File: config.mk
export PLATFORM = sky130hd
export DESIGN_NAME = fcl_addr
export DESIGN_NICKNAME = d
export VERILOG_FILES = /design/src/design/fcl_pkg.sv /design/src/design/fcl_addr.sv
export VERILOG_INCLUDE_DIRS = /design/src /design/src/design
export SDC_FILE = /design/constraint.sdc
export NUM_CORES = 1
export LEC_CHECK = 0
export BUFFER_PORTS_ARGS = -buffer_cell sky130_fd_sc_hd__buf_2
export CORE_MARGIN = 2
export CORE_UTILIZATION = 45
export DETAILED_ROUTE_END_ITERATION = 12
export PLACE_DENSITY = 0.66
export SYNTH_ARGS = -nofsm -noshare
export SYNTH_HDL_FRONTEND = slang
export SYNTH_SLANG_ARGS = --single-unit
File: constraint.sdc
create_clock -name clk_i -period 4.45 [get_ports clk_i]
set_clock_uncertainty 0.15 [all_clocks]
set_input_delay 0.445 -clock clk_i [delete_from_list [all_inputs] [get_ports clk_i]]
set_output_delay 0.445 -clock clk_i [all_outputs]
set_load 0.01 [all_outputs]
File: src/design/assert_macros.svh
// Assertion helpers shared by the RTL modules.
`ifndef ASSERT_MACROS_SVH
`define ASSERT_MACROS_SVH

// General property, checked on every rising edge outside reset.
`define FCL_ASSERT(name, clk, rst_n, prop, msg) \
  name: assert property (@(posedge clk) disable iff (!rst_n) prop) \
    else $error(msg);

// Same-cycle implication between two conditions.
`define FCL_ASSERT_IMPL(name, clk, rst_n, ante, cons, msg) \
  name: assert property (@(posedge clk) disable iff (!rst_n) (ante) |-> (cons)) \
    else $error(msg);

`endif

File: src/design/fcl_pkg.sv
package fcl_pkg;

  localparam int CMD_W     = 2;
  localparam int CLUSTER_W = 28;
  localparam int CADDR_W   = 11;
  localparam int BYTE_W    = 8;
  localparam int SECTOR_W  = 21;
  localparam int NEXT_W    = 32;
  localparam int FAT_W     = 2;
  // Byte offset of a table entry: cluster * 4 fits in 30 bits.
  localparam int OFFSET_W  = 30;
  // The store is split into four byte lanes so one entry reads in one access.
  localparam int LANES     = 4;
  localparam int LANE_W    = 2;

  typedef enum logic [CMD_W-1:0] {
    CMD_FILL   = 2'd0,
    CMD_BASE   = 2'd1,
    CMD_LOOKUP = 2'd2
  } cmd_e;

  typedef enum logic [FAT_W-1:0] {
    FAT12 = 2'd0,
    FAT16 = 2'd1,
    FAT32 = 2'd2
  } fat_e;

  localparam logic [11:0]       FAT12_EOC = 12'hFF8;
  localparam logic [NEXT_W-1:0] FAT12_EXT = 32'hFFFFF000;
  localparam logic [15:0]       FAT16_EOC = 16'hFFF8;
  localparam logic [NEXT_W-1:0] FAT16_EXT = 32'hFFFF0000;
  localparam logic [27:0]       FAT32_EOC = 28'hFFFFFF8;
  localparam logic [NEXT_W-1:0] FAT32_EXT = 32'hF0000000;
  localparam logic [NEXT_W-1:0] CHAIN_END = 32'hFFFFFFF8;

  // Store access issued by the window check stage.
  typedef struct packed {
    logic                lookup;
    logic                fill;
    logic                hit;
    fat_e                kind;
    logic                odd;
    logic [SECTOR_W-1:0] sector;
    logic [BYTE_W-1:0]   wdata;
  } mem_req_t;

  // Lookup context that travels alongside the registered read data.
  typedef struct packed {
    logic                lookup;
    logic                hit;
    fat_e                kind;
    logic                odd;
    logic [LANE_W-1:0]   lane;
    logic [SECTOR_W-1:0] sector;
  } rd_meta_t;

endpackage

File: src/design/fcl_addr.sv
`include "assert_macros.svh"

module fcl_addr #(
  parameter int CACHE_SECTORS = 4,
  parameter int SECTOR_BYTES  = 512
) (
  input  logic                                clk_i,
  input  logic                                rst_ni,
  input  logic                                adv_i,
  input  logic                                in_valid_i,
  input  logic [fcl_pkg::CMD_W-1:0]           command_i,
  input  logic [fcl_pkg::CLUSTER_W-1:0]       cluster_i,
  input  logic [fcl_pkg::CADDR_W-1:0]         cache_address_i,
  input  logic [fcl_pkg::BYTE_W-1:0]          cache_byte_i,
  input  logic [fcl_pkg::SECTOR_W-1:0]        window_sector_i,
  input  fcl_pkg::fat_e                       kind_i,
  output fcl_pkg::mem_req_t                   req_o,
  output logic [$clog2(CACHE_SECTORS*SECTOR_BYTES)-1:0] addr_o
);

  localparam int StoreBytes = CACHE_SECTORS * SECTOR_BYTES;
  localparam int AddrW      = $clog2(StoreBytes);
  localparam int SbLog2     = $clog2(SECTOR_BYTES);
  localparam int StartW     = fcl_pkg::SECTOR_W + SbLog2;
  localparam int CmpW       = ((fcl_pkg::OFFSET_W > StartW) ? fcl_pkg::OFFSET_W : StartW) + 1;
  localparam logic [CmpW-2:0] Lim2 = (CmpW-1)'(StoreBytes - 2);
  localparam logic [CmpW-2:0] Lim4 = (CmpW-1)'(StoreBytes - 4);

  // Input register.
  logic                              s1_valid_q;
  logic [fcl_pkg::CMD_W-1:0]         s1_cmd_q;
  logic                              s1_odd_q;
  logic [fcl_pkg::OFFSET_W-1:0]      s1_offset_q;
  logic [fcl_pkg::CADDR_W-1:0]       s1_caddr_q;
  logic [fcl_pkg::BYTE_W-1:0]        s1_byte_q;
  logic [fcl_pkg::SECTOR_W-1:0]      s1_wsec_q;

  // Window state.
  logic [fcl_pkg::SECTOR_W-1:0]      base_q;
  logic                              win_valid_q;

  logic [fcl_pkg::OFFSET_W-1:0]      triple;
  logic [fcl_pkg::OFFSET_W-1:0]      offset_d;
  logic [StartW-1:0]                 start;
  logic [CmpW-1:0]                   diff;
  logic [fcl_pkg::OFFSET_W-1:0]      sector_full;
  logic                              is_fill;
  logic                              is_base;
  logic                              is_lookup;
  logic                              fill_ok;
  logic                              hit;
  fcl_pkg::mem_req_t                 req_d;
  fcl_pkg::mem_req_t                 req_q;
  logic [AddrW-1:0]                  addr_d;
  logic [AddrW-1:0]                  addr_q;

  // FAT12 entries sit at one and a half bytes per cluster.
  assign triple = fcl_pkg::OFFSET_W'(cluster_i) + fcl_pkg::OFFSET_W'({cluster_i, 1'b0});

  always_comb begin
    case (kind_i)
      fcl_pkg::FAT12: offset_d = triple >> 1;
      fcl_pkg::FAT16: offset_d = fcl_pkg::OFFSET_W'({cluster_i, 1'b0});
      default:        offset_d = fcl_pkg::OFFSET_W'({cluster_i, 2'b00});
    endcase
  end

  always_ff @(posedge clk_i or negedge rst_ni) begin
    if (!rst_ni) begin
      s1_valid_q <= 1'b0;
    end else if (adv_i) begin
      s1_valid_q <= in_valid_i;
    end
  end

  always_ff @(posedge clk_i) begin
    if (adv_i && in_valid_i) begin
      s1_cmd_q    <= command_i;
      s1_odd_q    <= cluster_i[0];
      s1_offset_q <= offset_d;
      s1_caddr_q  <= cache_address_i;
      s1_byte_q   <= cache_byte_i;
      s1_wsec_q   <= window_sector_i;
    end
  end

  always_comb begin
    is_fill   = 1'b0;
    is_base   = 1'b0;
    is_lookup = 1'b0;
    case (s1_cmd_q)
      fcl_pkg::CMD_FILL:   is_fill   = s1_valid_q;
      fcl_pkg::CMD_BASE:   is_base   = s1_valid_q;
      fcl_pkg::CMD_LOOKUP: is_lookup = s1_valid_q;
      default:             ;
    endcase
  end

  // The base changes in this stage so lookups see bases in command order.
  always_ff @(posedge clk_i or negedge rst_ni) begin
    if (!rst_ni) begin
      base_q      <= '0;
      win_valid_q <= 1'b0;
    end else if (adv_i && is_base) begin
      base_q      <= s1_wsec_q;
      win_valid_q <= 1'b1;
    end
  end

  // The sign bit of the difference flags an entry below the window start.
  assign start       = StartW'(base_q) << SbLog2;
  assign diff        = CmpW'(s1_offset_q) - CmpW'(start);
  assign sector_full = s1_offset_q >> SbLog2;
  assign fill_ok     = 32'(s1_caddr_q) < 32'(StoreBytes);

  always_comb begin
    hit = win_valid_q && !diff[CmpW-1];
    if (kind_i inside {fcl_pkg::FAT12, fcl_pkg::FAT16}) begin
      hit = hit && (diff[CmpW-2:0] <= Lim2);
    end else begin
      hit = hit && (diff[CmpW-2:0] <= Lim4);
    end
  end

  always_comb begin
    req_d.lookup = is_lookup;
    req_d.fill   = is_fill && fill_ok;
    req_d.hit    = hit;
    req_d.kind   = kind_i;
    req_d.odd    = s1_odd_q;
    req_d.sector = sector_full[fcl_pkg::SECTOR_W-1:0];
    req_d.wdata  = s1_byte_q;
    addr_d       = is_lookup ? AddrW'(diff) : AddrW'(s1_caddr_q);
  end

  always_ff @(posedge clk_i or negedge rst_ni) begin
    if (!rst_ni) begin
      req_q <= '0;
    end else if (adv_i) begin
      req_q <= req_d;
    end
  end

  always_ff @(posedge clk_i) begin
    if (adv_i) begin
      addr_q <= addr_d;
    end
  end

  assign req_o  = req_q;
  assign addr_o = addr_q;

  `FCL_ASSERT(a_base_opens_window, clk_i, rst_ni, adv_i && is_base |=> win_valid_q, "base command did not open the window")
  `FCL_ASSERT_IMPL(a_hit_needs_window, clk_i, rst_ni, req_q.lookup && req_q.hit, win_valid_q, "hit without a valid window")

endmodule

==> impl_results.md, run 1 <==
- WP depth: 10
- Critical path endpoint category: flip-flop
- Largest net degree at the start of global routing: 74
- Area contributors post-synth: edfxtp_1 (32%), dfrtp_1 (18%), mux2_2 (10%), ha_1 (7.8%), a21oi_1 (2.8%)
- Avg Inst Size Synth: 11.5 um2
- Clk pwr share: 34.1%
- Drt wl/cell: 17.1 um
- Crit path max fanout: 10
- Synth cell types: 59
- Die Height: 136 um
- CP startpoint: s1_offset_q[15]$_DFFE_PP_
- Vias per cell: 5.53
- Hold-fix buffers, CTS: 0
- Yosys top cell by area: edfxtp_1
- Fillers: 1497
- Total track usage: 19.8%
- Dpl cells: 1015
- Mapped Area: 0.00788 mm2
- ANT nets after route: 0
- Async SR Flop Fraction: 40.8%
- Residual DRC: 0
- Cells along the critical path: ha_1 -> a21o_1 -> a21o_1 -> o31ai_2 -> a21oi_1 -> a221oi_2 -> o21ai_1 -> a21oi_1 -> mux2_1 -> o32ai_1
- Row cnt: 48
- Commonest cells in the synthesized netlist: edfxtp_1 (84), mux2_2 (70), dfrtp_1 (58), ha_1 (49), a21oi_1 (44)
- Max VDD drop: 0.235 mV
- Status: complete, no violations
- Reg2reg path depth: 10
- Post-cts resize count: 0
- WP buf/inv: 0
- Worst EP required: 4.62 ns
- Tmin final: 3.21 ns
- Final #Nets: 936
- Setup TNS: 0 ns
- Die span in x: 136 um
- Synth warnings: 0
- CP Data Arrival Time: 3.37 ns
- Startpoint Class: flip-flop
- Number of global-route vias before repair: 5596
- Layout Cells excl Fill: 1047
- Ant. Diodes: 0
- CP top delay family: compound AO/OA/AOI/OAI gates
- Multi-input logic area: 0.00368 mm2
- Setup Buffers After CTS: 0
- Max Cap Violations: 0
- TritonCTS Buffers: 17
- Design Area, Final: 0.00933 mm2
- Switching part of the total power: 31.8%
- RR Endpoint: req_o[32]$_DFFE_PN0P_
- Storage cell area: 0.00397 mm2
- First drt pass iteration count: 7
- Sequential power share: 39.1%
- Starting density of the core: 45.7%
- Root Driver: clkbuf_16
- Register area share after synthesis: 50.4%
- FF-to-FF setup slack: 1.24 ns
- #FFs+latches synth: 142
- Max Root-Sink Buffers: 2
- Grt total ovfl: 0
- Highest-delay cell along the critical path: edfxtp_1
- CTS tree: built
- I/O pin count: 122
- Most common cell in the netlist: edfxtp_1
- Hold WC Path Type: in2async
- Worst-margin pin slew: 0.982 ns
- Antenna violations before repair: 0
- Crit Path Category: reg2reg
- Fin crit share: 72.0%
- EDFF count, synth: 84
- Final WS setup: 1.24 ns
- Pwr dens: 452 mW/mm2
- Core area: 0.0172 mm2
- DRT iter0 DRCs: 318
- Max H-tree Level: 4
- GPL Wtd Cong: 0.877
- Cell Int Power: 2.88 mW
- Slew HR: 34.5%
- Routed WL: 17900 um
- Port Buf Inserts: 121
- Leak Pwr: 3.93 nW
- Vias: 5792
- Pre-CTS WS: 0.798 ns
- Post-synth top area share: 32.0%
- Ys flop type: edfxtp_1
- RSZ-0062 raised after global routing: false
- Synthesis-to-layout area growth: 18.4%
- Worst skew pair latency: 0.43 ns
- CTS sink cnt: 142
- Share of cells above drive strength 1: 28.7%
- Worst path max stage delay: 0.45 ns
- Endpoints failing hold: 0
- Die area: 0.0186 mm2
- Detail Placement HPWL: 13100 um
- Final Max Slew Viols: 0
- Worst Setup EP: req_o[32]$_DFFE_PN0P_
- Comb power frac: 26.8%
- Critical R2R Launch: s1_offset_q[15]$_DFFE_PP_
- Endpoints failing setup: 0
- Switching power total: 1.34 mW
- Worst-path clk slew: 0.07 ns
- Cell area after placement: 0.00871 mm2
- Max Freq: 0.312 GHz
- First-pass GRT wire length: 28600 um
- Mapped Cells: 687
- Synthesized net count: 814
[per-stage QoR]
step           hold WS, ns  utilization [%]  total power, mW
3_5_place_dp         0.304             50.6             2.79
4_1_cts             0.0249             54.1             4.24
6_report            0.0320             54.1             4.22
5_1_grt             0.0274             54.1             4.44
2_1_floorplan    -0.000591                -             2.47
3_3_place_gp         0.301             50.6             2.75
[power by group through the flow]
stage | Sequential (mW) | Combinational [mW] | Clock, mW
global placement | 1.67 | 1.08 | 0
floorplan | 1.67 | 0.806 | 0
CTS | 1.65 | 1.12 | 1.46
global route | 1.67 | 1.26 | 1.52
detailed placement | 1.68 | 1.11 | 0
finish | 1.65 | 1.13 | 1.44
[kinds of logic (layout without fill, tap and decap cells)]
group                    count (synthesis)  count (layout)  synth area share (%)
AND/OR/NAND/NOR                        138             138                  8.37
flip-flops                             142             142                  50.4
multiplexers                            79              79                  11.2
adder cells (fa/ha/maj)                 51              51                  8.29
XOR/XNOR                                27              27                  3.00
buffers and inverters                   62             197                  2.97
AO/OA/AOI/OAI                          188             188                  15.7
[worst min-delay path by stage]
stage	from	to	slack, ns	cells past startpoint
2_1_floorplan	rst_ni	base_q[0]$_DFFE_PN0P_	-0.0006	0
6_report	rst_ni	req_o[25]$_DFFE_PN0P_	0.03	2
4_1_cts	cache_address_i[4]	s1_caddr_q[4]$_DFFE_PP_	0.02	1
3_5_place_dp	win_valid_q$_DFFE_PN0P_	win_valid_q$_DFFE_PN0P_	0.30	1
5_1_grt	cache_address_i[4]	s1_caddr_q[4]$_DFFE_PP_	0.03	1
3_3_place_gp	win_valid_q$_DFFE_PN0P_	win_valid_q$_DFFE_PN0P_	0.30	1
[sequential cells by signal, summed over array words and instances (netlist names)]
name and flops:
req_o 35, s1_offset_q 30, base_q 21, s1_wsec_q 21, addr_o 11, s1_caddr_q 11, s1_byte_q 8, s1_cmd_q 2
s1_odd_q 1, s1_valid_q 1, win_valid_q 1
[cell type report]
| cell class | count | share of cell area [%] |
|---|---|---|
| Tap cell | 225 | 3.02 |
| Clock inverter | 15 | 2.04 |
| Multi-Input combinational cell | 483 | 39.4 |
| Timing Repair Buffer | 124 | 6.73 |
| Inverter | 41 | 1.65 |
| Clock buffer | 17 | 4.56 |
| Sequential cell | 142 | 42.6 |
[cells in the final DEF (no fill, tap or decap), types with 4 or more instances in the layout]
cell type	count
o21ai_0	37
a211oi_1	7
nor2_1	38
clkbuf_16	17
nand4_1	5
nand2_1	39
mux2i_1	7
xnor2_1	13
xor2_1	14
o21bai_1	4
o211ai_1	14
o21ai_1	10
a31oi_1	7
a22oi_1	5
a21oi_1	44
a21o_1	14
and3_1	5
clkinv_8	4
ha_1	49
o21a_1	19
dfrtp_1	58
nand3_1	8
inv_6	4
nand2b_1	14
nor3_1	10
buf_2	121
inv_1	40
inv_8	4
edfxtp_1	84
mux2_2	70
nor2b_1	5
o31ai_1	4
[routing by layer]
layer,vias up,share of wire [%],GRT usage [%]
li1,2815,-,-
met1,2808,45,26.2
met2,140,49,33.4
met3,29,3.6,2.42
met4,0,2.1,7.18
met5,-,0,0
[worst register-to-register path, delay by kind of cell, from the launching register on]
family,cells,cell delay (ns)
AO/OA/AOI/OAI,8,1.71
adder cells (fa/ha/maj),1,0.45
flip-flops,1,0.45
multiplexers,1,0.33
Power figures use the tool's default switching activity.
==> inputs of run 2 (changes only) <==
==> constraint.sdc (replaced) <==
create_clock -name clk_i -period 2.95 [get_ports clk_i]
set_clock_uncertainty 0.15 [all_clocks]
set_input_delay 0.295 -clock clk_i [delete_from_list [all_inputs] [get_ports clk_i]]
set_output_delay 0.295 -clock clk_i [all_outputs]
set_load 0.01 [all_outputs]
==> run 2 against run 1 <==
Against the previous run:
- first-iteration DRC count grew 29%
- highest routed layer unchanged
- clock power grew 44%
- non-clock buffer count grew 85
- fmax grew 10%
==> impl_results.md, run 2 (same netlist as run 1, synthesis figures left out) <==
- Status: complete, no violations
- Worst EP required: 3.14 ns
- Worst-margin pin slew: 0.776 ns
- Critical path endpoint category: flip-flop
- CTS tree: built
- Endpoints failing hold: 0
- Die area: 0.0186 mm2
- Pwr dens: 643 mW/mm2
- I/O pin count: 122
- Die span in x: 136 um
- Final Util: 59.0%
- Antenna violations before repair: 0
- Max VDD drop: 0.291 mV
- Met2 Use GR: 37.4%
- Core area: 0.0172 mm2
- Drt wl/cell: 16.7 um
- Port Buf Inserts: 121
- Die Height: 136 um
- Storage cell area: 0.00397 mm2
- Final #Nets: 1021
- Hold WC Path Type: in2reg
- Design Area, Final: 0.0102 mm2
- Root Driver: clkbuf_16
- GPL Wtd Cong: 0.897
- Fin crit share: 98.7%
- Crit path max fanout: 5
- Endpoints failing setup: 0
- Fillers: 1400
- ANT nets after route: 0
- Residual DRC: 0
- First-pass GRT wire length: 30900 um
- GR peak layer: met2
- CP Data Arrival Time: 3.10 ns
- Synthesis-to-layout area growth: 29.1%
- Crit Path Category: reg2reg
- Max H-tree Level: 4
- Multi-input logic area: 0.00381 mm2
- Leak Pwr: 4.30 nW
- Worst skew pair latency: 0.43 ns
- Tmin final: 2.91 ns
- Max Freq: 0.344 GHz
- Max Root-Sink Buffers: 2
- Routed WL: 18900 um
- DRT iter0 DRCs: 411
- Final Max Slew Viols: 0
- First drt pass iteration count: 5
- Share of cells above drive strength 1: 32.2%
- Detail Placement HPWL: 13500 um
- TritonCTS Buffers: 17
- Max Cap Violations: 0
- RSZ-0062 raised after global routing: true
- Row cnt: 48
- Worst-path clk slew: 0.06 ns
- Hold Worst Slack: 0.0685 ns
- Most common cell after layout, fill and taps aside: buf_2
- Power Total: 6.54 mW
- CTS sink cnt: 142
- Slew HR: 48.3%
- Layout Cells excl Fill: 1132
- Met1 usage: 26.2%
- Cell area after placement: 0.00901 mm2
- Grt met3 use: 4.29%
- Vias: 6115
- Startpoint Class: flip-flop
- Total track usage: 21.3%
- Starting density of the core: 45.7%
- Ant. Diodes: 0
- Dpl cells: 1054
- Largest net degree at the start of global routing: 59
- Number of global-route vias before repair: 6301
- Vias per cell: 5.40
- Max reg flops: 35
- Commonest non-fill, non-tap cells in the layout: buf_2 (121), edfxtp_1 (84), mux2_2 (70), dfrtp_1 (58)
- Grt total ovfl: 0
## run 2: cell count changes in the layout (fill, tap and decap cells not counted), moves of 4 or more
| cell | change |
|---|---|
| ha_4 | +4 |
| clkinv_8 | -4 |
| ha_1 | -4 |
| dlygate4sd3_1 | +45 |
| buf_4 | +40 |
## run 2: metrics by stage
stage,setup slack [ns],TNS (ns)
2_1_floorplan,0.0249,0
3_3_place_gp,-0.359,-2.11
3_5_place_dp,-0.390,-2.74
4_1_cts,0.00933,0
5_1_grt,-0.122,-0.122
6_report,0.0391,0
## run 2: area by class of cell
type                       instances  share of cell area [%]
tap                              225                    2.77
timing repair buffer             209                    13.5
clock buffer                      17                    4.18
multi-input combinational        483                    37.5
sequential                       142                    39.0
clock inverter                    15                    1.46
inverter                          41                    1.51
## run 2: repair_timing
item                       4_1_cts  5_1_grt
hold buffers                    45        0
hold endpoints to repair       102        0
setup endpoints to repair        1        6
pin swaps                        2        5
setup buffers                    1        0
gates resized for setup          7       16
## run 2: path summary, 6_finish.rpt
| kind | from | endpoint | slack [ns] | cells past startpoint |
|---|---|---|---|---|
| worst max-delay path | s1_offset_q[15]$_DFFE_PP_ | req_o[32]$_DFFE_PN0P_ | 0.04 | 10 |
| worst min-delay path | cluster_i[12] | s1_offset_q[14]$_DFFE_PP_ | 0.07 | 2 |
| worst max register to register | s1_offset_q[15]$_DFFE_PP_ | req_o[32]$_DFFE_PN0P_ | 0.04 | 10 |
| worst min register to register | s1_wsec_q[1]$_DFFE_PP_ | base_q[1]$_DFFE_PN0P_ | 0.33 | 1 |
| max in group asynchronous | rst_ni | req_o[1]$_DFFE_PN0P_ | 1.73 | 3 |
| min in group asynchronous | rst_ni | base_q[13]$_DFFE_PN0P_ | 0.42 | 3 |
## run 2: report_power, final
part / switching (mW) / internal [mW]
logic: 1.04 / 0.940
clock network: 0.887 / 1.19
registers: 0.130 / 2.36
## run 2: worst max-delay path, stage by stage (launching register included)
cell,delay (ns)
edfxtp_1,0.45
ha_4,0.29
a21o_1,0.19
a21o_1,0.21
o31ai_4,0.21
a21oi_2,0.12
a221oi_4,0.32
o21ai_1,0.10
a21oi_1,0.16
mux2_1,0.36
o32ai_2,0.25
## run 2: layer usage
metal / vias to the layer above / routed length [um] / part of all wire (%)
li1: 2976 / - / -
met1: 2985 / 8330 / 44
met2: 134 / 9690 / 51
met3: 20 / 655 / 3.5
met4: 0 / 278 / 1.5
met5: - / 0 / 0
