<file path="config.mk">
export PLATFORM = sky130hd
export DESIGN_NAME = fcl_decode_flat
export DESIGN_NICKNAME = d
export VERILOG_FILES = /design/src/design/fcl_pkg.sv /design/src/design/fcl_rsp_if.sv /design/src/design/fcl_decode.sv /design/src/flat_wrapper.sv
export VERILOG_INCLUDE_DIRS = /design/src /design/src/design
export SDC_FILE = /design/constraint.sdc
export NUM_CORES = 1
export LEC_CHECK = 0
export ABC_AREA = 1
export BUFFER_PORTS_ARGS = -buffer_cell sky130_fd_sc_hd__buf_2
export CAP_MARGIN = 20
export CELL_PAD_IN_SITES_DETAIL_PLACEMENT = 1
export CELL_PAD_IN_SITES_GLOBAL_PLACEMENT = 1
export CORE_UTILIZATION = 35
export CTS_CLUSTER_SIZE = 10
export DETAILED_ROUTE_END_ITERATION = 7
export PLACE_DENSITY_LB_ADDON = 0.1
export SLEW_MARGIN = 40
export SYNTH_ARGS = -nofsm -noshare
export SYNTH_HDL_FRONTEND = slang
export SYNTH_SLANG_ARGS = --single-unit
export TNS_END_PERCENT = 50
</file>
<file path="constraint.sdc">
create_clock -name clk_i -period 4 [get_ports clk_i]
set_input_delay 0.8 -clock clk_i [delete_from_list [all_inputs] [get_ports clk_i]]
set_output_delay 0.8 -clock clk_i [all_outputs]
set_load 0.02 [all_outputs]
</file>
<file path="src/design/assert_macros.svh">
// Assertion helpers shared by the RTL modules.
`ifndef ASSERT_MACROS_SVH
`define ASSERT_MACROS_SVH

// General property, checked on every rising edge outside reset.
`define FCL_ASSERT(name, clk, rst_n, prop, msg) \
  name: assert property (@(posedge clk) disable iff (!rst_n) prop) \
    else $error(msg);

// Same-cycle implication between two conditions.
`define FCL_ASSERT_IMPL(name, clk, rst_n, ante, cons, msg) \
  name: assert property (@(posedge clk) disable iff (!rst_n) (ante) |-> (cons)) \
    else $error(msg);

`endif

</file>
<file path="src/design/fcl_pkg.sv">
package fcl_pkg;

  localparam int CMD_W     = 2;
  localparam int CLUSTER_W = 28;
  localparam int CADDR_W   = 11;
  localparam int BYTE_W    = 8;
  localparam int SECTOR_W  = 21;
  localparam int NEXT_W    = 32;
  localparam int FAT_W     = 2;
  // Byte offset of a table entry: cluster * 4 fits in 30 bits.
  localparam int OFFSET_W  = 30;
  // The store is split into four byte lanes so one entry reads in one access.
  localparam int LANES     = 4;
  localparam int LANE_W    = 2;

  typedef enum logic [CMD_W-1:0] {
    CMD_FILL   = 2'd0,
    CMD_BASE   = 2'd1,
    CMD_LOOKUP = 2'd2
  } cmd_e;

  typedef enum logic [FAT_W-1:0] {
    FAT12 = 2'd0,
    FAT16 = 2'd1,
    FAT32 = 2'd2
  } fat_e;

  localparam logic [11:0]       FAT12_EOC = 12'hFF8;
  localparam logic [NEXT_W-1:0] FAT12_EXT = 32'hFFFFF000;
  localparam logic [15:0]       FAT16_EOC = 16'hFFF8;
  localparam logic [NEXT_W-1:0] FAT16_EXT = 32'hFFFF0000;
  localparam logic [27:0]       FAT32_EOC = 28'hFFFFFF8;
  localparam logic [NEXT_W-1:0] FAT32_EXT = 32'hF0000000;
  localparam logic [NEXT_W-1:0] CHAIN_END = 32'hFFFFFFF8;

  // Store access issued by the window check stage.
  typedef struct packed {
    logic                lookup;
    logic                fill;
    logic                hit;
    fat_e                kind;
    logic                odd;
    logic [SECTOR_W-1:0] sector;
    logic [BYTE_W-1:0]   wdata;
  } mem_req_t;

  // Lookup context that travels alongside the registered read data.
  typedef struct packed {
    logic                lookup;
    logic                hit;
    fat_e                kind;
    logic                odd;
    logic [LANE_W-1:0]   lane;
    logic [SECTOR_W-1:0] sector;
  } rd_meta_t;

endpackage

</file>
<file path="src/design/fcl_rsp_if.sv">
interface fcl_rsp_if;
  logic                          valid;
  logic                          ready;
  logic [fcl_pkg::NEXT_W-1:0]    next_cluster;
  logic                          end_of_chain;
  logic                          miss;
  logic [fcl_pkg::SECTOR_W-1:0]  miss_sector;

  modport source (
    output valid, next_cluster, end_of_chain, miss, miss_sector,
    input  ready
  );

  modport sink (
    input  valid, next_cluster, end_of_chain, miss, miss_sector,
    output ready
  );
endinterface

</file>
<file path="src/design/fcl_decode.sv">
`include "assert_macros.svh"

module fcl_decode (
  input  logic                                           clk_i,
  input  logic                                           rst_ni,
  input  fcl_pkg::rd_meta_t                              meta_i,
  input  logic [fcl_pkg::LANES-1:0][fcl_pkg::BYTE_W-1:0] rdata_i,
  output logic                                           adv_o,
  fcl_rsp_if.source                                      rsp_o
);

  logic [fcl_pkg::LANES-1:0][fcl_pkg::BYTE_W-1:0] bytes;
  logic [15:0]                   v16;
  logic [11:0]                   v12;
  logic [27:0]                   v28;
  logic [fcl_pkg::NEXT_W-1:0]    value;
  logic [fcl_pkg::NEXT_W-1:0]    next_d;
  logic                          eoc_d;
  logic [fcl_pkg::SECTOR_W-1:0]  sector_d;

  logic                          valid_q;
  logic [fcl_pkg::NEXT_W-1:0]    next_q;
  logic                          eoc_q;
  logic                          miss_q;
  logic [fcl_pkg::SECTOR_W-1:0]  sector_q;
  logic                          adv;

  // Rotate the lanes so byte 0 is the entry's first byte.
  always_comb begin
    for (int k = 0; k < fcl_pkg::LANES; k++) begin
      bytes[k] = rdata_i[fcl_pkg::LANE_W'(meta_i.lane + fcl_pkg::LANE_W'(k))];
    end
  end

  assign v16 = {bytes[1], bytes[0]};
  assign v12 = meta_i.odd ? v16[15:4] : v16[11:0];
  assign v28 = {bytes[3][3:0], bytes[2], bytes[1], bytes[0]};

  always_comb begin
    case (meta_i.kind)
      fcl_pkg::FAT12: begin
        value = fcl_pkg::NEXT_W'(v12);
        if (v12 >= fcl_pkg::FAT12_EOC) begin
          value = value | fcl_pkg::FAT12_EXT;
        end
      end
      fcl_pkg::FAT16: begin
        value = fcl_pkg::NEXT_W'(v16);
        if (v16 >= fcl_pkg::FAT16_EOC) begin
          value = value | fcl_pkg::FAT16_EXT;
        end
      end
      default: begin
        value = fcl_pkg::NEXT_W'(v28);
        if (v28 >= fcl_pkg::FAT32_EOC) begin
          value = value | fcl_pkg::FAT32_EXT;
        end
      end
    endcase
  end

  assign next_d   = meta_i.hit ? value : '0;
  assign eoc_d    = meta_i.hit && (value >= fcl_pkg::CHAIN_END);
  assign sector_d = meta_i.hit ? '0 : meta_i.sector;

  // The whole pipeline moves only when this register can take a beat.
  assign adv = !valid_q || rsp_o.ready;

  always_ff @(posedge clk_i or negedge rst_ni) begin
    if (!rst_ni) begin
      valid_q <= 1'b0;
    end else if (adv) begin
      valid_q <= meta_i.lookup;
    end
  end

  always_ff @(posedge clk_i) begin
    if (adv && meta_i.lookup) begin
      next_q   <= next_d;
      eoc_q    <= eoc_d;
      miss_q   <= !meta_i.hit;
      sector_q <= sector_d;
    end
  end

  assign adv_o              = adv;
  assign rsp_o.valid        = valid_q;
  assign rsp_o.next_cluster = next_q;
  assign rsp_o.end_of_chain = eoc_q;
  assign rsp_o.miss         = miss_q;
  assign rsp_o.miss_sector  = sector_q;

  `FCL_ASSERT_IMPL(a_miss_is_empty, clk_i, rst_ni, valid_q && miss_q, (next_q == '0) && !eoc_q, "miss result carries a cluster")
  `FCL_ASSERT_IMPL(a_hit_no_sector, clk_i, rst_ni, valid_q && !miss_q, sector_q == '0, "hit result carries a sector")

endmodule

</file>
<file path="src/flat_wrapper.sv">
// flat-port wrapper written by rule: the top's interface ports become plain ports
module fcl_decode_flat 
  (clk_i, rst_ni, meta_i, rdata_i, adv_o, rsp_o_valid, rsp_o_next_cluster, rsp_o_end_of_chain, rsp_o_miss, rsp_o_miss_sector, rsp_o_ready);
  fcl_rsp_if rsp_o_i ();
  input  logic clk_i;
  input  logic rst_ni;
  input  fcl_pkg::rd_meta_t meta_i;
  input  logic [fcl_pkg::LANES-1:0][fcl_pkg::BYTE_W-1:0] rdata_i;
  output logic adv_o;
  output wire logic [$bits(rsp_o_i.valid)-1:0] rsp_o_valid;
  output wire logic [$bits(rsp_o_i.next_cluster)-1:0] rsp_o_next_cluster;
  output wire logic [$bits(rsp_o_i.end_of_chain)-1:0] rsp_o_end_of_chain;
  output wire logic [$bits(rsp_o_i.miss)-1:0] rsp_o_miss;
  output wire logic [$bits(rsp_o_i.miss_sector)-1:0] rsp_o_miss_sector;
  input wire logic [$bits(rsp_o_i.ready)-1:0] rsp_o_ready;
  assign rsp_o_valid = rsp_o_i.valid;
  assign rsp_o_next_cluster = rsp_o_i.next_cluster;
  assign rsp_o_end_of_chain = rsp_o_i.end_of_chain;
  assign rsp_o_miss = rsp_o_i.miss;
  assign rsp_o_miss_sector = rsp_o_i.miss_sector;
  assign rsp_o_i.ready = rsp_o_ready;
  fcl_decode u_core (.clk_i(clk_i), .rst_ni(rst_ni), .meta_i(meta_i), .rdata_i(rdata_i), .adv_o(adv_o), .rsp_o(rsp_o_i));
endmodule
</file>
==> results.yml, run 1 <==
clock_network:
  cts-root-buf: "clkbuf_8"
  cts_max_path_buffers: 2
  insertion_delay_ns: 0.30
  cts_setup_buffers: 0
  cts_hold_buf: 0
  numCtsBuffers: 5
  cts_resized: 0
  cts_htree_levels: 2
  cts_tree: "done"
  clkSinkCount: 53
  clk_pin_slew_ns: 0.08
critical_path:
  reg2regPathDepth: 2
  cpMostUsedCell: "nand2_1"
  r2r_setup_slack_ns: 2.52
  cp_slowest_stage_delay_ns: 0.46
  startpoint_type: "input pin"
  crit_required_ns: 4.16
  crit_path_start: "meta_i[22]"
  criticalPathCategory: "in -> reg"
  crit_end: "u_core.rsp_o.next_cluster[30]$_SDFFCE_PN0P_"
  worst-path-max-fanout: 32
  r2r_end: "u_core.rsp_o.miss_sector[18]$_SDFFCE_PP0P_"
  timing.rr.start: "u_core.rsp_o.valid$_DFFE_PN0N_"
  crit_chain: "buf_2 -> inv_2 -> nand2_1 -> nand2_2 -> nand2_1 -> nand2_1 -> nor2_2 -> nand2_1 -> nor2_4 -> nand3_4 -> nand3_4 -> nand2_4 -> nor2_1"
  slowest_stage: "buf_2"
  cp.arrival_ns: 2.96
  cp-end-kind: "flop"
route:
  drt-total-wl_um: 10200
  via_count: 3396
  drc: 0
  dr.max_layer_used: "met4"
  drt-wirelength-per-cell_um: 14.0
  first_pass_iters: 4
  ant_nets: 0
  routed-wl-met2_um: 4830
  wl_met3_um: 576
  wl_met1_um: 4680
  drt_iter0_drc: 110
  vias_per_cell: 4.66
logic_synthesis:
  synth_cell_types: 24
  ys_ff_latch: 53
  synth_area_sq_um: 3530
  synth_commonest_cells: "201 x nand2_1, 56 x inv_1, 54 x nor2_1"
  synthTopCellsByArea: "edfxtp_1 44%, nand2_1 21%, nand3_1 6.4%, inv_1 6.0%, nor2_1 5.7%"
  synth_edf_count: 52
  yosysWarnings: 0
  syn_nets: 555
  synth_most_common_cell: "nand2_1"
  yosysTopAreaCell: "edfxtp_1"
  synth_ff_type: "edfxtp_1"
  synth_top_area_share_pct: 44.2
  netlist_instances: 492
  synth-async-reset-ratio_pct: 1.89
  synth-seq-area-share_pct: 44.9
  syn_avg_cell_area_sq_um: 7.18
timing:
  timing.max_slew.rel_slack_pct: 57.6
  timing_hold_violations_final: 0
  setup_viol: 0
  fin_crit_sh_pct: 69.9
  min_period_ns: 2.80
  clock.fmax_ghz: 0.358
  worst_slew_pin_slew_ns: 0.636
  rsz0062_at_grt: "no"
  tns_ns: 0
  finalClockSkew_ns: 0.00435
  slew_viol_final: 0
  setup_slack_ns: 1.20
finish:
  drive_gt1_share_pct: 24.7
  antenna_cells: 0
  fillCellCount: 1297
  design_area_sq_um: 4210
  fin_util_pct: 43.1
  layout.cells.non_filler: 728
  nets: 657
  area_delta_synth_final_pct: 19.3
placement:
  dpl_worst_slack_ns: 0.857
  place.gp.congestion: 0.881
  place_inst: 720
  portBuffers: 119
  dpl-instance-area_sq_um: 4130
  place.detailed.hpwl_um: 8290
outcome:
  status: "complete, no violations"
die:
  die_h_um: 102
  dieArea_sq_um: 10500
  die_w_um: 102
  rows: 36
  start_util_pct: 36.1
  boundaryPins: 120
  core_area_sq_um: 9770
global_route:
  grt_first_pass_wirelength_um: 15900
  grt_use_total_pct: 20.0
  grt_max_degree: 53
  antenna_found_initial: 0
  grt-ovfl-total: 0
  grt_pass1_vias: 3134
worst_hold_path:
  hp-class: "in -> async"
power_and_ir_drop:
  powerDensity_nw_per_um2: 307
  p_leak_uw: 0.00222
  peakVddDrop_uv: 117
job:
  maxCapViolations: 0
[cells in the final DEF (no fill, tap or decap), types with 2 or more instances in the layout]
cell type / instances
clkinv_1: 2
o21ai_0: 9
nand3_1: 45
nand2_1: 201
nor2_2: 8
inv_1: 56
edfxtp_1: 52
a21oi_1: 16
nand3_4: 2
buf_2: 119
nand2_2: 3
clkinv_2: 2
a211oi_1: 9
clkbuf_8: 5
buf_4: 3
nor2_1: 54
[critical path, delay by kind of cell]
kind	cells	cell delay, ns
buffers and inverters	2	0.77
and+or+nand+nor	11	1.38
[flip-flops by register name, indices dropped and copies added (netlist names)]
register / flops
u_core.rsp_o.next_cluster: 29
u_core.rsp_o.miss_sector: 21
u_core.rsp_o.end_of_chain: 1
u_core.rsp_o.miss: 1
u_core.rsp_o.valid: 1
[cell type report]
class,count,area (sq um),area share [%]
Clock buffer,6,72.6,1.72
Clock inverter,2,10.0,0.238
Inverter,60,230,5.46
Multi-Input combinational cell,352,1530,36.3
Sequential cell,53,1590,37.6
Tap cell,133,166,3.95
Timing Repair Buffer,122,618,14.7
[metal layers]
metal / up-vias / global-route usage [%]
met5: - / 0
met4: 0 / 6.04
met3: 6 / 3.08
met2: 96 / 33.5
met1: 1552 / 26.5
li1: 1742 / -
[report_power, final]
group / switching [uW] / internal [uW] / leakage (uW) / total (uW)
clock: 163 / 122 / 0.0000450 / 285
sequential: 8.11 / 652 / 0.000522 / 660
combinational: 244 / 106 / 0.00166 / 350
total: 416 / 879 / 0.00222 / 1290
[worst min path at each step]
stage	to	start	slack (ns)
after floorplan	u_core.rsp_o.valid$_DFFE_PN0N_	rst_ni	0.50
after global placement	u_core.rsp_o.valid$_DFFE_PN0N_	u_core.rsp_o.valid$_DFFE_PN0N_	0.55
after detailed placement	u_core.rsp_o.valid$_DFFE_PN0N_	rst_ni	0.58
after CTS	u_core.rsp_o.valid$_DFFE_PN0N_	rst_ni	0.24
after global routing	u_core.rsp_o.valid$_DFFE_PN0N_	rst_ni	0.24
final	u_core.rsp_o.valid$_DFFE_PN0N_	rst_ni	0.25
[cell families after synthesis]
| family | after synthesis | synth area share [%] |
|---|---|---|
| simple gates | 317 | 37.4 |
| buf+inv | 87 | 12.1 |
| flops | 53 | 44.9 |
| compound gates | 35 | 5.60 |
[through the flow]
stage | power, uW | hold WS (ns)
6_report | 1290 | 0.253
5_1_grt | 1370 | 0.236
4_1_cts | 1310 | 0.236
3_5_place_dp | 1030 | 0.577
3_3_place_gp | 1020 | 0.554
2_1_floorplan | 909 | 0.504
Note: power is estimated with default switching activity, not from simulation.
==> run 2: changes to the inputs <==
Clock period 4 ns to 2.8 ns, I/O delays scaled along.
==> results.yml, run 2 (synthesized netlist as in run 1, its figures left out) <==
clock_network:
  cts-root-buf: "clkbuf_8"
  cts_tree: "done"
  insertion_delay_ns: 0.30
  cts_htree_levels: 2
  clkSinkCount: 53
  cts_setup_buffers: 0
  clk_pin_slew_ns: 0.08
  cts_max_path_buffers: 2
  cts_hold_buf: 0
  cts_resized: 0
  numCtsBuffers: 5
global_route:
  busiest_layer: "met2"
  antenna_found_initial: 0
  grt_pass1_vias: 3303
  use_met3_pct: 2.74
  grt-ovfl-total: 0
  grt_max_degree: 53
  grt_use_total_pct: 19.9
  use_met1_pct: 26.3
  grt_first_pass_wirelength_um: 16100
  grt_use_met2_pct: 32.7
timing:
  tns_ns: 0
  timing.max_slew.rel_slack_pct: 58.6
  clock.fmax_ghz: 0.445
  timing_hold_violations_final: 0
  finalClockSkew_ns: 0.00643
  setup_viol: 0
  fin_crit_sh_pct: 80.3
  rsz0062_at_grt: "no"
  slew_viol_final: 0
  worst_slew_pin_slew_ns: 0.621
  min_period_ns: 2.25
placement:
  dpl-instance-area_sq_um: 4170
  place.detailed.hpwl_um: 8240
  portBuffers: 119
  place.gp.congestion: 0.905
route:
  drt_iter0_drc: 94
  ant_nets: 0
  first_pass_iters: 4
  vias_per_cell: 4.74
  via_count: 3467
  drt-wirelength-per-cell_um: 13.8
  drt-total-wl_um: 10100
  drc: 0
finish:
  area_delta_synth_final_pct: 20.2
  layout_commonest_cell: "nand2_1"
  drive_gt1_share_pct: 25.0
  layout_common_cells: "201 x nand2_1, 119 x buf_2, 56 x inv_1, 54 x nor2_1, 52 x edfxtp_1"
  nets: 662
  antenna_cells: 0
  design_area_sq_um: 4250
  largest_register_ffs: 29
  fin_util_pct: 43.4
die:
  dieArea_sq_um: 10500
  boundaryPins: 120
  die_h_um: 102
  rows: 36
  core_area_sq_um: 9770
  start_util_pct: 36.1
  die_w_um: 102
critical_path:
  crit_path_start: "meta_i[21]"
  timing.rr.start: "u_core.rsp_o.valid$_DFFE_PN0N_"
  startpoint_type: "input pin"
  crit_required_ns: 2.95
  cp.arrival_ns: 2.40
  criticalPathCategory: "in -> reg"
  worst-path-max-fanout: 41
  reg2regPathDepth: 2
  cp-end-kind: "flop"
power_and_ir_drop:
  peakVddDrop_uv: 180
  powerDensity_nw_per_um2: 431
  p_leak_uw: 0.00224
outcome:
  status: "complete, no violations"
worst_hold_path:
  hp-class: "in -> async"
job:
  maxCapViolations: 0
## run 2: cell types whose count changed in the layout (fill, tap and decap cells not counted), sizes merged
cell | previous run | this run
buf | 122 | 127
clkinv | 4 | 3
## run 2: metal layers
layer / wire length, um / up-vias
li1: - / 1753
met1: 4630 / 1603
met2: 4670 / 97
met3: 508 / 14
met4: 270 / 0
met5: 0 / -
## run 2: path summary, 6_finish.rpt
| check | end | slack [ns] |
|---|---|---|
| worst max register to register | u_core.rsp_o.next_cluster[1]$_SDFFCE_PN0P_ | 1.31 |
| worst min register to register | u_core.rsp_o.valid$_DFFE_PN0N_ | 0.59 |
| min in group clk_i | u_core.rsp_o.valid$_DFFE_PN0N_ | 0.49 |
| worst min-delay path | u_core.rsp_o.valid$_DFFE_PN0N_ | 0.02 |
| worst max-delay path | u_core.rsp_o.end_of_chain$_DFFE_PP_ | 0.55 |
| max in group asynchronous | u_core.rsp_o.valid$_DFFE_PN0N_ | 2.70 |
## run 2: per-stage QoR
step	power [uW]	hold slack (ns)	setup slack, ns	instances
floorplan	1300	0.264	0.242	492
global placement	1460	0.335	0.336	725
detailed placement	1470	0.338	0.228	725
CTS	1850	0.00929	0.532	732
global route	1940	0.00165	0.319	732
finish	1830	0.0185	0.552	732
## run 2: report_power, final
| group | leakage [uW] | internal, uW | switching [uW] |
|---|---|---|---|
| combinational | 0.00168 | 156 | 347 |
| sequential | 0.000522 | 931 | 12.0 |
| clock | 0.0000387 | 169 | 215 |
| total | 0.00224 | 1260 | 573 |
## run 2: critical path: stages
cell and delay, ns:
buf_2 0.30, inv_6 0.19, nand2_1 0.12, nand2_2 0.19
nand2_1 0.12, nand2_1 0.11, nor2_2 0.14, nand2_1 0.09
nor2_4 0.11, nand3_4 0.11, nand3_4 0.12, nand2_4 0.11
nor2_1 0.12
## run 2: cell type report
class	instances	area (sq um)
clock inverters	1	3.75
repair buffers	127	656
flip-flops and latches	53	1590
multi-input cells	352	1530
well taps	133	166
inverters	60	230
fillers	1309	5530
clock buffers	6	72.6
==> run 3: changes to the inputs <==
Settings changed: ABC_AREA 1 to 0, CORE_UTILIZATION 35 to 39.
Clock period 2.8 ns to 2.1 ns, I/O delays scaled along.
==> results.yml, run 3 <==
placement:
  place.detailed.hpwl_um: 6500
  place_inst: 477
  portBuffers: 119
  dpl-instance-area_sq_um: 4110
  dpl_worst_slack_ns: -0.298
  place.gp.congestion: 0.939
logic_synthesis:
  synth_ff_type: "edfxtp_1"
  yosysWarnings: 0
  syn_nets: 297
  synth_most_common_cell: "edfxtp_1"
  synth-seq-area-share_pct: 49.9
  synth_edf_count: 52
  synth_top_area_share_pct: 49.1
  yosysTopAreaCell: "edfxtp_1"
  syn_avg_cell_area_sq_um: 13.6
  synth_cell_types: 36
  netlist_instances: 234
  synth-async-reset-ratio_pct: 1.89
  ys_ff_latch: 53
  synthTopCellsByArea: "edfxtp_1 49%, mux4_1 9.1%, mux4_2 7.8%, nor2b_1 4.1%, a21oi_1 4.1%"
  synth_area_sq_um: 3180
  synth_commonest_cells: "52 x edfxtp_1, 26 x a21oi_1, 24 x nand2_1"
clock_network:
  cts-root-buf: "clkbuf_8"
  clk_pin_slew_ns: 0.10
  cts_tree: "done"
  clkSinkCount: 53
  insertion_delay_ns: 0.32
  numCtsBuffers: 5
  cts_htree_levels: 2
  cts_max_path_buffers: 2
route:
  ant_nets: 0
  first_pass_iters: 4
  drc: 0
  drt-wirelength-per-cell_um: 16.7
  via_count: 2510
  drt-total-wl_um: 8130
  drt_iter0_drc: 59
  vias_per_cell: 5.16
global_route:
  grt_use_met2_pct: 34.1
  antenna_found_initial: 0
  use_met1_pct: 23.4
  grt_max_degree: 53
  grt-ovfl-total: 0
  grt_first_pass_wirelength_um: 12700
  grt_use_total_pct: 19.4
  busiest_layer: "met2"
  use_met3_pct: 3.69
  grt_pass1_vias: 2513
power_and_ir_drop:
  p_clk_share_pct: 24.1
  powerDensity_nw_per_um2: 597
  pwr-share-comb_pct: 26.4
  pwr-share-seq_pct: 49.5
  internal_power_uw: 1780
  switching_share_pct: 29.6
  peakVddDrop_uv: 243
  p_total_uw: 2530
  p_leak_uw: 0.00177
  switching_power_uw: 749
finish:
  layout_commonest_cell: "buf_2"
  multiInputGateArea_sq_um: 1450
  nets: 446
  drive_gt1_share_pct: 53.6
  largest_register_ffs: 29
  fillCellCount: 871
  area_delta_synth_final_pct: 33.1
  antenna_cells: 0
  layout_common_cells: "118 x buf_2, 52 x edfxtp_1, 40 x buf_4, 25 x a21oi_1, 24 x nand2_1"
  layout.cells.non_filler: 486
  design_area_sq_um: 4230
  regArea_sq_um: 1590
timing:
  fin_crit_sh_pct: 95.1
  worst_slew_pin_slew_ns: 0.375
  setup_slack_ns: 0.104
  rsz0062_at_grt: "no"
  timing_hold_violations_final: 0
  finalClockSkew_ns: 0.0108
  slew_viol_final: 0
  setup_viol: 0
  clock.fmax_ghz: 0.501
  tns_ns: 0
  timing.max_slew.rel_slack_pct: 74.3
  min_period_ns: 2.00
critical_path:
  criticalPathCategory: "in -> reg"
  cp.arrival_ns: 2.06
  crit_required_ns: 2.17
  cp-end-kind: "flop"
  startpoint_type: "input pin"
  worst-path-max-fanout: 21
die:
  rows: 32
  start_util_pct: 40.7
  boundaryPins: 120
  die_w_um: 92.3
  die_h_um: 92.3
  core_area_sq_um: 7810
  dieArea_sq_um: 8520
worst_hold_path:
  hp-class: "in -> reg"
outcome:
  status: "complete, no violations"
job:
  maxCapViolations: 0
## run 3: stage by stage
step / util (%) / hold WS, ns
floorplan: - / 0.124
global placement: 52.6 / 0.195
detailed placement: 52.6 / 0.196
CTS: 54.0 / 0.301
global route: 54.2 / 0.305
finish: 54.2 / 0.309
## run 3: cell families (layout without fill, tap and decap cells)
family          Yosys count  after routing  share of synthesized area [%]
compound gates           36             36                           6.41
buf+inv                  25            175                           4.96
flops                    53             53                           49.9
mux                      38             38                           22.2
simple gates             82             82                           16.6
## run 3: final timing paths
check                                                              end                           start  cells after the start  slack, ns
max in group asynchronous               u_core.rsp_o.valid$_DFFE_PN0N_                          rst_ni                      2       1.61
hold reg to reg                         u_core.rsp_o.valid$_DFFE_PN0N_  u_core.rsp_o.valid$_DFFE_PN0N_                      2       0.54
hold / removal                          u_core.rsp_o.valid$_DFFE_PN0N_                      meta_i[27]                      2       0.31
setup reg to reg           u_core.rsp_o.next_cluster[22]$_SDFFCE_PN0P_  u_core.rsp_o.valid$_DFFE_PN0N_                      3       0.83
setup / recovery           u_core.rsp_o.next_cluster[23]$_SDFFCE_PN0P_                      meta_i[22]                      8       0.10
min in group asynchronous               u_core.rsp_o.valid$_DFFE_PN0N_                          rst_ni                      2       0.40
## run 3: layer usage
layer / wire (um) / part of all wire, %
met1: 3410 / 42
met3: 486 / 6.0
met4: 163 / 2.0
met2: 4070 / 50
met5: 0 / 0
## run 3: what timing repair did
| item | in CTS | in global routing |
|---|---|---|
| endpoints found under the setup margin | 0 | 14 |
| buffers inserted | 0 | 0 |
| endpoints found under the hold margin | 1 | 0 |
| hold buffers | 1 | 0 |
| gates resized for setup | 0 | 7 |
## run 3: area by class of cell
cell class	count	share of cell area, %
Clock buffer	5	1.63
Clock inverter	3	0.621
Inverter	4	0.355
Multi-Input combinational cell	156	34.2
Sequential cell	53	37.5
Tap cell	102	3.02
Timing Repair Buffer	163	22.7
## run 3: power groups by stage
| stage | sequential [uW] | combinational [uW] | clock [uW] |
|---|---|---|---|
| after floorplan | 1360 | 294 | 0 |
| final | 1250 | 667 | 609 |
| after CTS | 1250 | 663 | 619 |
| after global placement | 1270 | 647 | 0 |
| after global routing | 1260 | 719 | 644 |
| after detailed placement | 1280 | 659 | 0 |
## run 3: worst max-delay path, stage by stage
cell	delay, ns
buf_2	0.20
buf_12	0.19
mux4_2	0.61
nand4_4	0.16
nor3_2	0.05
buf_4	0.18
a21oi_1	0.18
nor3_2	0.05
